File: config.mk
export PLATFORM = sky130hd
export DESIGN_NAME = preemptive_priority_scheduler
export DESIGN_NICKNAME = d
export VERILOG_FILES = /design/src/hw/rtl/pps_pkg.sv /design/src/hw/rtl/pps_ram.sv /design/src/hw/rtl/preemptive_priority_scheduler.sv
export SDC_FILE = /design/constraint.sdc
export NUM_CORES = 2
export LEC_CHECK = 0
export BUFFER_PORTS_ARGS = -buffer_cell sky130_fd_sc_hd__buf_4
export CAP_MARGIN = 20
export CORE_MARGIN = 2
export CORE_UTILIZATION = 62
export DETAILED_ROUTE_END_ITERATION = 8
export MAX_ROUTING_LAYER = met4
export PLACE_DENSITY = 0.83
export SYNTH_ARGS = -nofsm -noshare
export SYNTH_HDL_FRONTEND = slang
export SYNTH_SLANG_ARGS = --single-unit
File: constraint.sdc
create_clock -name clk -period 23.4 [get_ports clk]
set_input_delay 1.17 -clock clk [delete_from_list [all_inputs] [get_ports clk]]
set_output_delay 1.17 -clock clk [all_outputs]
set_load 0.02 [all_outputs]
File: src/hw/rtl/pps_pkg.sv
// Package for the preemptive priority scheduler.
// Holds the table depth, the entry layout and the result kinds; no dependencies.
package pps_pkg;

  localparam int READY_DEPTH = 16;
  localparam int IDX_W       = $clog2(READY_DEPTH);
  localparam int CNT_W       = $clog2(READY_DEPTH + 1);

  localparam int KEY_W  = 46;
  localparam int LEN_W  = 32;
  localparam int RESP_W = 33;
  localparam int ENTRY_W = KEY_W + LEN_W + RESP_W;

  localparam logic       OP_ARRIVE = 1'b0;
  localparam logic       OP_TICK   = 1'b1;

  localparam logic [1:0] KIND_PREEMPT = 2'd0;
  localparam logic [1:0] KIND_FINISH  = 2'd1;
  localparam logic [1:0] KIND_REJECT  = 2'd2;

  // One table entry: rank key, burst lengths and response word.
  typedef struct packed {
    logic [KEY_W-1:0]  key;
    logic [LEN_W-1:0]  lengths;
    logic [RESP_W-1:0] resp;
  } entry_t;

  // Time counter step that sticks at the top value.
  function automatic logic [31:0] sat_inc(input logic [31:0] t);
    sat_inc = (&t) ? t : t + 32'd1;
  endfunction

  // Clamp a 32-bit length to 16 bits.
  function automatic logic [15:0] clamp16(input logic [31:0] v);
    clamp16 = (|v[31:16]) ? 16'hFFFF : v[15:0];
  endfunction

endpackage

File: src/hw/rtl/pps_ram.sv
// Generic single-port-write, single-read RAM with a registered read.
// No dependencies.
module pps_ram #(
  parameter int WIDTH = 8,
  parameter int DEPTH = 16
) (
  input  logic                     clk,
  input  logic                     we,
  input  logic [$clog2(DEPTH)-1:0] waddr,
  input  logic [WIDTH-1:0]         wdata,
  input  logic [$clog2(DEPTH)-1:0] raddr,
  output logic [WIDTH-1:0]         rdata
);

  logic [WIDTH-1:0] mem [DEPTH];

  // Write and registered read.
  always_ff @(posedge clk) begin
    if (we) begin
      mem[waddr] <= wdata;
    end
    rdata <= mem[raddr];
  end

endmodule

File: src/hw/rtl/preemptive_priority_scheduler.sv
// Top level of the preemptive priority scheduler.
// Depends on pps_pkg and pps_ram.
//
// Usage: the in_ channel carries arrive items (operation 0) and tick items
// (operation 1). An arrive gives no result unless the ready table is full,
// when one rejected record follows. A tick scans the ready table one entry
// per cycle through one key comparator and the RAM read port, then decides;
// with nothing to run it ends there. Otherwise it runs the job, after a
// dispatch or preemption step when a new job takes over, and a finish goes
// on through a compute state and then an output state.
// A tick gives up to two records on the out_ channel: a preempted slice
// and a finished slice; last marks the final one.
// in_stall is high while an item is at work or a record waits in the output
// register; a stall on out_ holds the record and the block until taken.
// After reset the time is 0, the table is empty and no job runs; the table
// RAM needs no clearing since per-entry valid bits guard it.
module preemptive_priority_scheduler (
  input  logic        clk,
  input  logic        rst_n,
  input  logic        in_valid,
  output logic        in_stall,
  input  logic        in_operation,
  input  logic [7:0]  in_process_id,
  input  logic signed [5:0] in_nice_level,
  input  logic [15:0] in_burst_length,
  output logic        out_valid,
  input  logic        out_stall,
  output logic [1:0]  out_kind,
  output logic [7:0]  out_job_id,
  output logic [31:0] out_slice_start,
  output logic [15:0] out_slice_length,
  output logic [31:0] out_completion_time,
  output logic [31:0] out_turnaround,
  output logic [31:0] out_waiting,
  output logic [31:0] out_response,
  output logic        out_last
);

  typedef enum logic [2:0] {
    S_IDLE, S_SCAN, S_DECIDE, S_DISP, S_RUN, S_FIN1, S_FIN2
  } state_t;

  localparam logic [pps_pkg::CNT_W-1:0] CNT_END = pps_pkg::CNT_W'(pps_pkg::READY_DEPTH);

  state_t state_r;
  logic [31:0] time_r;
  logic [pps_pkg::READY_DEPTH-1:0] valid_r;
  logic [pps_pkg::CNT_W-1:0] cnt_r;
  logic rd_pend_r;
  logic [pps_pkg::IDX_W-1:0] rd_idx_r;
  logic best_v_r;
  logic [pps_pkg::IDX_W-1:0] best_idx_r;
  pps_pkg::entry_t best_r;
  logic run_v_r;
  pps_pkg::entry_t run_r;
  logic [31:0] slice_start_r;
  logic [31:0] comp_r, ta_r, sl_r;

  logic out_valid_r;
  logic [1:0] kind_r;
  logic [7:0] job_r;
  logic [31:0] o_start_r, o_comp_r, o_ta_r, o_wait_r, o_resp_r;
  logic [15:0] o_len_r;
  logic last_r;

  logic in_fire, out_free;
  logic ram_we;
  logic [pps_pkg::IDX_W-1:0] ram_waddr, ram_raddr;
  pps_pkg::entry_t ram_wdata, ram_rdata;
  logic free_found;
  logic [pps_pkg::IDX_W-1:0] free_idx;
  logic [31:0] run_len;

  assign in_stall = (state_r != S_IDLE) || out_valid_r;
  assign in_fire  = in_valid && !in_stall;
  assign out_free = !out_valid_r || !out_stall;
  assign run_len  = time_r - slice_start_r;

  // Lowest free table slot.
  always_comb begin
    free_found = 1'b0;
    free_idx   = '0;
    for (int i = pps_pkg::READY_DEPTH - 1; i >= 0; i--) begin
      if (!valid_r[i]) begin
        free_found = 1'b1;
        free_idx   = pps_pkg::IDX_W'(i);
      end
    end
  end

  // Table write port: arrivals fill a free slot, preemption swaps back.
  always_comb begin
    ram_we    = 1'b0;
    ram_waddr = free_idx;
    ram_wdata = run_r;
    ram_raddr = cnt_r[pps_pkg::IDX_W-1:0];
    if (state_r == S_IDLE && in_fire && in_operation == pps_pkg::OP_ARRIVE && free_found) begin
      ram_we = 1'b1;
      ram_wdata.key = {~in_nice_level[5], in_nice_level[4:0], time_r, in_process_id};
      ram_wdata.lengths = {in_burst_length, in_burst_length};
      ram_wdata.resp = '0;
    end else if (state_r == S_DECIDE && run_v_r && best_v_r && best_r.key < run_r.key) begin
      ram_we    = 1'b1;
      ram_waddr = best_idx_r;
    end
  end

  pps_ram #(.WIDTH(pps_pkg::ENTRY_W), .DEPTH(pps_pkg::READY_DEPTH)) u_table (
    .clk   (clk),
    .we    (ram_we),
    .waddr (ram_waddr),
    .wdata (ram_wdata),
    .raddr (ram_raddr),
    .rdata (ram_rdata)
  );

  // Sequencer, scheduler state and output register.
  always_ff @(posedge clk) begin
    if (!rst_n) begin
      state_r     <= S_IDLE;
      time_r      <= '0;
      valid_r     <= '0;
      cnt_r       <= '0;
      rd_pend_r   <= 1'b0;
      best_v_r    <= 1'b0;
      run_v_r     <= 1'b0;
      run_r       <= '0;
      slice_start_r <= '0;
      out_valid_r <= 1'b0;
    end else begin
      if (out_valid_r && !out_stall) begin
        out_valid_r <= 1'b0;
      end
      unique case (state_r)
        S_IDLE: begin
          if (in_fire) begin
            if (in_operation == pps_pkg::OP_ARRIVE) begin
              if (free_found) begin
                valid_r[free_idx] <= 1'b1;
              end else begin
                out_valid_r <= 1'b1;
                kind_r    <= pps_pkg::KIND_REJECT;
                job_r     <= in_process_id;
                o_start_r <= '0;
                o_len_r   <= '0;
                o_comp_r  <= '0;
                o_ta_r    <= '0;
                o_wait_r  <= '0;
                o_resp_r  <= '0;
                last_r    <= 1'b1;
              end
            end else begin
              cnt_r     <= '0;
              rd_pend_r <= 1'b0;
              best_v_r  <= 1'b0;
              state_r   <= S_SCAN;
            end
          end
        end
        S_SCAN: begin
          // Issue one read per cycle and compare the entry read before.
          rd_pend_r <= (cnt_r != CNT_END);
          rd_idx_r  <= cnt_r[pps_pkg::IDX_W-1:0];
          if (cnt_r != CNT_END) begin
            cnt_r <= cnt_r + pps_pkg::CNT_W'(1);
          end
          if (rd_pend_r && valid_r[rd_idx_r] && (!best_v_r || ram_rdata.key < best_r.key)) begin
            best_v_r   <= 1'b1;
            best_idx_r <= rd_idx_r;
            best_r     <= ram_rdata;
          end
          if (cnt_r == CNT_END && !rd_pend_r) begin
            state_r <= S_DECIDE;
          end
        end
        S_DECIDE: begin
          if (!run_v_r && !best_v_r) begin
            time_r  <= pps_pkg::sat_inc(time_r);
            state_r <= S_IDLE;
          end else if (run_v_r && best_v_r && best_r.key < run_r.key) begin
            // Preempt: the running job goes back into the best job's slot.
            if (run_len != 32'd0) begin
              out_valid_r <= 1'b1;
              kind_r    <= pps_pkg::KIND_PREEMPT;
              job_r     <= run_r.key[7:0];
              o_start_r <= slice_start_r;
              o_len_r   <= pps_pkg::clamp16(run_len);
              o_comp_r  <= '0;
              o_ta_r    <= '0;
              o_wait_r  <= '0;
              o_resp_r  <= '0;
              last_r    <= (best_r.lengths[15:1] != 15'd0);
            end
            run_r   <= best_r;
            state_r <= S_DISP;
          end else if (!run_v_r && best_v_r) begin
            run_r   <= best_r;
            run_v_r <= 1'b1;
            valid_r[best_idx_r] <= 1'b0;
            state_r <= S_DISP;
          end else begin
            state_r <= S_RUN;
          end
        end
        S_DISP: begin
          // First dispatch fixes the response time.
          slice_start_r <= time_r;
          if (!run_r.resp[32]) begin
            run_r.resp <= {1'b1, time_r - run_r.key[39:8]};
          end
          state_r <= S_RUN;
        end
        S_RUN: begin
          if (run_r.lengths[15:0] > 16'd1) begin
            run_r.lengths[15:0] <= run_r.lengths[15:0] - 16'd1;
            time_r  <= pps_pkg::sat_inc(time_r);
            state_r <= S_IDLE;
          end else begin
            run_r.lengths[15:0] <= '0;
            comp_r  <= pps_pkg::sat_inc(time_r);
            state_r <= S_FIN1;
          end
        end
        S_FIN1: begin
          ta_r    <= comp_r - run_r.key[39:8];
          sl_r    <= comp_r - slice_start_r;
          state_r <= S_FIN2;
        end
        default: begin
          // Finished record, once the output register is free.
          if (out_free) begin
            out_valid_r <= 1'b1;
            kind_r    <= pps_pkg::KIND_FINISH;
            job_r     <= run_r.key[7:0];
            o_start_r <= slice_start_r;
            o_len_r   <= pps_pkg::clamp16(sl_r);
            o_comp_r  <= comp_r;
            o_ta_r    <= ta_r;
            o_wait_r  <= (ta_r >= {16'd0, run_r.lengths[31:16]}) ?
                         ta_r - {16'd0, run_r.lengths[31:16]} : 32'd0;
            o_resp_r  <= run_r.resp[31:0];
            last_r    <= 1'b1;
            run_v_r   <= 1'b0;
            time_r    <= pps_pkg::sat_inc(time_r);
            state_r   <= S_IDLE;
          end
        end
      endcase
    end
  end

  assign out_valid           = out_valid_r;
  assign out_kind            = kind_r;
  assign out_job_id          = job_r;
  assign out_slice_start     = o_start_r;
  assign out_slice_length    = o_len_r;
  assign out_completion_time = o_comp_r;
  assign out_turnaround      = o_ta_r;
  assign out_waiting         = o_wait_r;
  assign out_response        = o_resp_r;
  assign out_last            = last_r;

endmodule
== Word-level counts from Yosys, hierarchy flattened ==
Memory sizes are Yosys's and may differ from the RTL's. A register that Yosys moved wholly into a read port is not among the register bits.
Index checks and enable logic that the tools add are counted.

* $add $sub $neg: 8
* Order comparisons: 9
* Eq/ne operators: 24
* Mux-type cells: 150
* Bitwise operators: 10
* Reduce and logical (&&, ||, !) cells: 61

{| class="wikitable"
|+ Operators with widths
! kind !! number
|-
| 32-bit two-way mux || 20
|-
| 32-bit one-hot mux with 3 select lines || 6
|-
| 111-bit two-way mux || 3
|-
| 16-bit two-way mux || 16
|-
| 32-bit subtractor || 4
|-
| 46-bit less-than comparator || 2
|-
| 4-bit two-way mux || 18
|-
| 33-bit one-hot mux with 2 select lines || 1
|-
| 16-bit one-hot mux with 2 select lines || 2
|-
| 8-bit two-way mux || 7
|-
| 49-bit two-way mux || 1
|-
| 16-bit one-hot mux with 3 select lines || 1
|-
| 1-bit two-way mux || 45
|-
| 32-bit by 1-bit adder with 32-bit output (second input constant) || 1
|-
| 32-bit by 16-bit greater-or-equal comparator with 1-bit output || 1
|-
| 32-bit AND reduction || 1
|-
| 32-bit nonzero test || 1
|-
| 16-bit OR reduction || 2
|-
| 32-bit by 16-bit subtractor with 32-bit output || 1
|-
| 3-bit two-way mux || 8
|-
| 2-bit != test (second input constant) || 12
|-
| 8-bit one-hot mux with 3 select lines || 1
|-
| 4-bit AND reduction || 5
|-
| 3-bit one-hot mux with 6 select lines || 1
|-
| 39 further kinds || 102
|}

* Register bits after elaboration: 605
* RAM bits: 1776
* Bits of input ports: 35
* Output and inout bits: 189
* Word-level logic and storage cells: 294
* Memories kept: 1

{| class="wikitable"
|+ Memory list
! memory !! words !! bits a word !! rd ports !! clocked after memory_dff !! write ports !! RTL line !! RTL
|-
| u_table.mem || 16 || 111 || 1 || 1 || 1 || pps_ram.sv:15 || <nowiki>logic [WIDTH-1:0] mem [DEPTH];</nowiki>
|}

== Depth between registers and ports, before layout ==
* Word-level depth: 25
* Depth in mapped cells: 15
* Depth with buffers taken out: 14

== Hierarchy ==
A second synthesis with hierarchy kept.

* Cells, all modules: 6286
* Area total of the unflattened synthesis: 101735.1 um^2

{| class="wikitable"
|+ By module, submodules not included
! module !! times used !! cells each !! area each (um^2) !! sequential area each (um^2)
|-
| pps_ram || 1 || 2838 || 68514.5 || 55553.3
|-
| preemptive_priority_scheduler || 1 || 3448 || 33220.6 || 16135.5
|}

== Worst setup path after synthesis ==
Ideal clock, no wire load.

* Path type: reg2reg
* Start point: register time_r[0]
* End point: register o_comp_r[0] (netlist: out_completion_time[0]) (enable)
* Setup time: 992 ps
* Arrival time: 15763 ps
* Data required time: 22408 ps
* Slack: 6644 ps
* Cell stages (with the launch flop): 15
* Buffers on the path: 0
* Clock period less this slack: 16756 ps
* Cells stage by stage: dfxtp_1 -> inv_1 -> ha_1 -> fa_1 -> nor2b_1 -> o31ai_1 -> and2_1 -> o31ai_1 -> o221a_2 -> xor2_1 -> or4_1 -> nor4_1 -> nand2_1 -> nor3_1 -> o21ai_0

* Word-level cells in the longest chain between the ends: 4

{| class="wikitable"
|+ Ends and longest elaborated chain
! element !! RTL line !! RTL
|-
| start, declared || preemptive_priority_scheduler.sv:46 || <nowiki>logic [31:0] time_r;</nowiki>
|-
| start signal, assigned || preemptive_priority_scheduler.sv:178 || <nowiki>time_r <= pps_pkg::sat_inc(time_r);</nowiki>
|-
| start signal, assigned || preemptive_priority_scheduler.sv:216 || <nowiki>time_r <= pps_pkg::sat_inc(time_r);</nowiki>
|-
| start signal, assigned || preemptive_priority_scheduler.sv:244 || <nowiki>time_r <= pps_pkg::sat_inc(time_r);</nowiki>
|-
| 32-bit subtractor || preemptive_priority_scheduler.sv:77 || <nowiki>assign run_len = time_r - slice_start_r;</nowiki>
|-
| 32-bit nonzero test || preemptive_priority_scheduler.sv:182 || <nowiki>if (run_len != 32'd0) begin</nowiki>
|-
| 2-bit by 1-bit != test with 1-bit output (no line) || - ||
|-
| 9-bit AND reduction (no line) || - ||
|-
| end signal, assigned || preemptive_priority_scheduler.sv:237 || <nowiki>o_comp_r <= comp_r;</nowiki>
|-
| end, declared || preemptive_priority_scheduler.sv:62 || <nowiki>logic [31:0] o_start_r, o_comp_r, o_ta_r, o_wait_r, o_resp_r;</nowiki>
|}

Every way passes these cells.
A chain may end at the register's enable or synchronous reset.

== Worst setup path in the final report ==
* Start point: register best_r[96] (netlist name)
* End point: memory u_table.mem[0][14] (netlist name) (enable)

* Word-level cells in the longest chain between the ends: 6
* Elaborated cells on any way between the ends: 8
* Classes of those cells: 1 x order compare; 6 x mux; 1 x reduce/logical

{| class="wikitable"
|+ Ends and longest elaborated chain
! element !! RTL line !! RTL
|-
| start, declared || preemptive_priority_scheduler.sv:53 || <nowiki>pps_pkg::entry_t best_r;</nowiki>
|-
| start signal, assigned || preemptive_priority_scheduler.sv:170 || <nowiki>best_r <= ram_rdata;</nowiki>
|-
| 46-bit less-than comparator * || preemptive_priority_scheduler.sv:102 || <nowiki>end else if (state_r == S_DECIDE && run_v_r && best_v_r && best_r.key < run_r.key) begin</nowiki>
|-
| 1-bit logical AND * || preemptive_priority_scheduler.sv:102 ||
|-
| 1-bit two-way mux || preemptive_priority_scheduler.sv:102 ||
|-
| 1-bit two-way mux || preemptive_priority_scheduler.sv:97 || <nowiki>if (state_r == S_IDLE && in_fire && in_operation == pps_pkg::OP_ARRIVE && free_found) begin</nowiki>
|-
| 1-bit two-way mux || pps_ram.sv:19 || <nowiki>if (we) begin</nowiki>
|-
| 1-bit two-way mux (not written as such) || pps_ram.sv:20 || <nowiki>mem[waddr] <= wdata;</nowiki>
|-
| end, declared || pps_ram.sv:15 ||
|}

Mark *: on every way between the ends. The rest lies on a longest branch, timed or not.

==> metrics.txt <==
total core area=around 160000 µm²; Final period util=30.1%; largest driver fanout on the critical path=47; net count after synthesis=6324; fraction of layout instances using a drive strength above 1=about a fifth; switching power of the nets=about 0.002 W; synth warn=0; TritonCTS buffer count=228; WS Path Type=register to register; post-DR vias/cell=slightly below 7; Post-Syn Area=a little over 100000 µm²; number of antenna violations at the first check in global routing=25; Placer Congestion=approximately 0.96; # nets final=approximately 6.6k; final hold viol count=0; Syn-to-layout area delta=12.5%; run status=completed; detailed placer's ending HPWL=about 160000 µm; count of hold-fix buffers inserted at cts=0; post-synthesis instance total=6049; total number of vias=roughly 60k; PostCTS Resize Cnt=0; number of buffers between clock root and the deepest sink=3; wire length of the first global-routing pass=around 410000 µm; hold depth=0; number of distinct library cell variants in the gate-level netlist after synthesis=79; skew final=0.0687 ns; class of the tightest hold or removal check=register to register; Fillers=between 9k and 10k; nature of the critical path endpoint=register; Rel. slew slack=20.9%; proportion of power drawn by flip-flops and latches=between 50% and 60%; per-instance average area after synthesis=about 17 µm²; Power Internal=a little over 0.007 W; Max Cap Violations=0; wirelength, routed=285000 µm; leakage=37.3 nW; clk root buf=sky130_fd_sc_hd__clkbuf_16; Least-Margin Pin Slew=between 1 and 1.5 ns; worst r2r path cells=11; buffer and inverter count on the worst path=2; clock-pin transition on the worst setup and hold timing paths=around 0.060 ns; DIE HEIGHT=410 µm; switching share of power=21.6%; max-slew violation count=0; number of enable-type register cells in the synthesized netlist=between 2k and 2.5k; number of H-tree levels=4; worst vdd ir=~0.085 mV; count of boundary I/O pins=between 200 and 250; critical path's largest stage delay=roughly 1 ns; flops & latches, synth=approximately 2.5k; Final Setup Violations=0; Horiz. Die Dim=410 µm; sequential fraction of the synthesis area=70.1%; Top FF cell, synth=sky130_fd_sc_hd__edfxtp_1; Data required, critical path=23.92 ns; relative contribution of the clock network to total power=between 40% and 50%; overall overflow remaining after global route=0; combinational group share of total power=under 10%; I/O Buffers=223; cell family contributing the most delay on the critical path=compound AO/OA/AOI/OAI gates; clock tree from TritonCTS=done; launching element type of the critical path=register; Pre-antenna DRT Iters=8; total negative slack=0 ns; Die Outline Area=168000 µm²; largest net degree at the start of global routing=roughly 150; Worst Path Arrival=approximately 7.6 ns; Cell Pwr Density=a little under 80 nW/µm²; share of async-settable or async-resettable flops after synthesis=0%; final core utilization=between 60% and 70%; # DRC=0; total global-route track usage=about a third; number of global-route vias before repair=59.7k; clock latency on the worst-skew pair=0.92 ns; WL per Instance=about 32 µm; FP Rows=around 150; CP max-delay cell=sky130_fd_sc_hd__nor2_4; number of sinks on the clock net=between 2k and 2.5k; initial core utilization=62.2%; overall power after layout=between 0.009 and 0.01 W; highest achievable clock rate=around 140 MHz; critical path cell sequence=ha_1, a21o_1, a21o_1, a2111oi_0, o22ai_1, or4_1, a211oi_2, a22oi_1, nor2_4, buf_4, buf_4; RSZ-0062 raised after global routing=false; post-detailed-route count of antenna-violating nets=0; Post-CTS Setup Bufs=0; Starting DRT DRC Count=approximately 8.9k; shortest period the worst path allows=7.05 ns; number of cells on the critical path=11
[sequential cells by signal (all words and copies together) (netlist names), 111 cells and up]
signal	count
u_table.rdata	111
run_r	111
u_table.mem	1776
best_r	111
[placed cells by master, fill, tap and decap left out, drive strengths merged, types with 11 or more instances in the layout]
cell	n
xor2	63
ha	235
a21oi	181
clkinvlp	26
and2	158
inv	196
a21boi	134
nand2	471
buf	364
o211a	18
bufinv	25
o21ai	246
a21o	68
nand4	49
o211ai	27
clkinv	89
edfxtp	2178
nor2	233
nor4	19
nor3	61
nor2b	49
mux4	560
diode	19
and3	20
xnor2	117
nand2b	39
clkbuf	292
nand3	66
or3	36
o21a	25
o21bai	12
a31oi	41
a211o	11
dfxtp	314
[routing by layer]
layer	vias to the layer above	part of all wire (%)	global-route usage, %
li1	24318	-	-
met1	30177	35	45.0
met2	4864	48	54.3
met3	815	12	8.13
met4	0	4.7	14.8
met5	-	0	-
[logic make-up (layout without fill, tap and decap cells)]
| family | Yosys count | after routing | share of synthesized area, % |
|---|---|---|---|
| xor+xnor | 180 | 180 | 1.54 |
| flops | 2492 | 2492 | 70.1 |
| compound gates | 850 | 850 | 5.32 |
| mux | 571 | 571 | 12.4 |
| other cells | 0 | 19 | 0 |
| buf+inv | 467 | 992 | 1.74 |
| fa+ha+maj | 240 | 240 | 2.97 |
| simple gates | 1249 | 1249 | 5.85 |
[final timing paths]
path / from / end / slack (ns)
max: best_r[96] / u_table.mem[0][14] / 16.35
min: u_table.rdata[64] / best_r[64] / 0.39
max reg2reg: best_r[96] / u_table.mem[0][14] / 16.35
min reg2reg: u_table.rdata[64] / best_r[64] / 0.39
[through the flow]
step	hold WS (ns)	instance area, µm²	cells	setup WS (ns)
6_report	0.392	115000	8782	16.35
3_5_place_dp	0.389	107000	8306	16.42
2_1_floorplan	0.386	102000	6049	6.64
5_1_grt	0.399	115000	8781	16.15
3_3_place_gp	0.385	107000	8295	16.63
4_1_cts	0.395	115000	8742	16.44
[power by group through the flow]
stage	combinational [W]	clock, W	sequential [W]
final	0.000359	0.00392	0.00486
after global routing	0.000377	0.00408	0.00486
after CTS	0.000355	0.00394	0.00486
after detailed placement	0.000345	0	0.00496
after global placement	0.000334	0	0.00495
after floorplan	0.000245	0	0.00494
[synthesized netlist by cell type (39+ instances only)]
cell type	count	area, µm²
sky130_fd_sc_hd__edfxtp_1	2178	65400
sky130_fd_sc_hd__mux4_2	560	12600
sky130_fd_sc_hd__nand2_1	471	1770
sky130_fd_sc_hd__dfxtp_1	314	6290
sky130_fd_sc_hd__o21ai_0	240	1200
sky130_fd_sc_hd__ha_1	235	2940
sky130_fd_sc_hd__nor2_1	233	875
sky130_fd_sc_hd__clkbuf_1	218	818
sky130_fd_sc_hd__inv_1	190	713
sky130_fd_sc_hd__a21oi_1	181	906
sky130_fd_sc_hd__and2_1	158	988
sky130_fd_sc_hd__a21boi_0	134	1010
sky130_fd_sc_hd__xnor2_1	117	1020
sky130_fd_sc_hd__a21o_1	68	510
sky130_fd_sc_hd__nand3_1	66	330
sky130_fd_sc_hd__xor2_1	63	552
sky130_fd_sc_hd__nor3_1	60	300
sky130_fd_sc_hd__nand4_1	49	307
sky130_fd_sc_hd__nor2b_1	49	307
sky130_fd_sc_hd__buf_1	44	165
sky130_fd_sc_hd__a31oi_1	41	257
sky130_fd_sc_hd__nand2b_1	39	244
[final cells by class]
| class | instances | area (µm²) | area share, % |
|---|---|---|---|
| antenna | 19 | 47.5 | 0.0413 |
| multi-input combinational | 3090 | 29000 | 25.2 |
| sequential | 2492 | 71700 | 62.3 |
| tap | 2189 | 2740 | 2.38 |
| clock buffer | 290 | 6220 | 5.40 |
| timing repair buffer | 366 | 2930 | 2.55 |
| inverter | 190 | 714 | 0.621 |
| clock inverter | 146 | 1720 | 1.50 |
No activity file was read; power rests on OpenSTA's default activity.
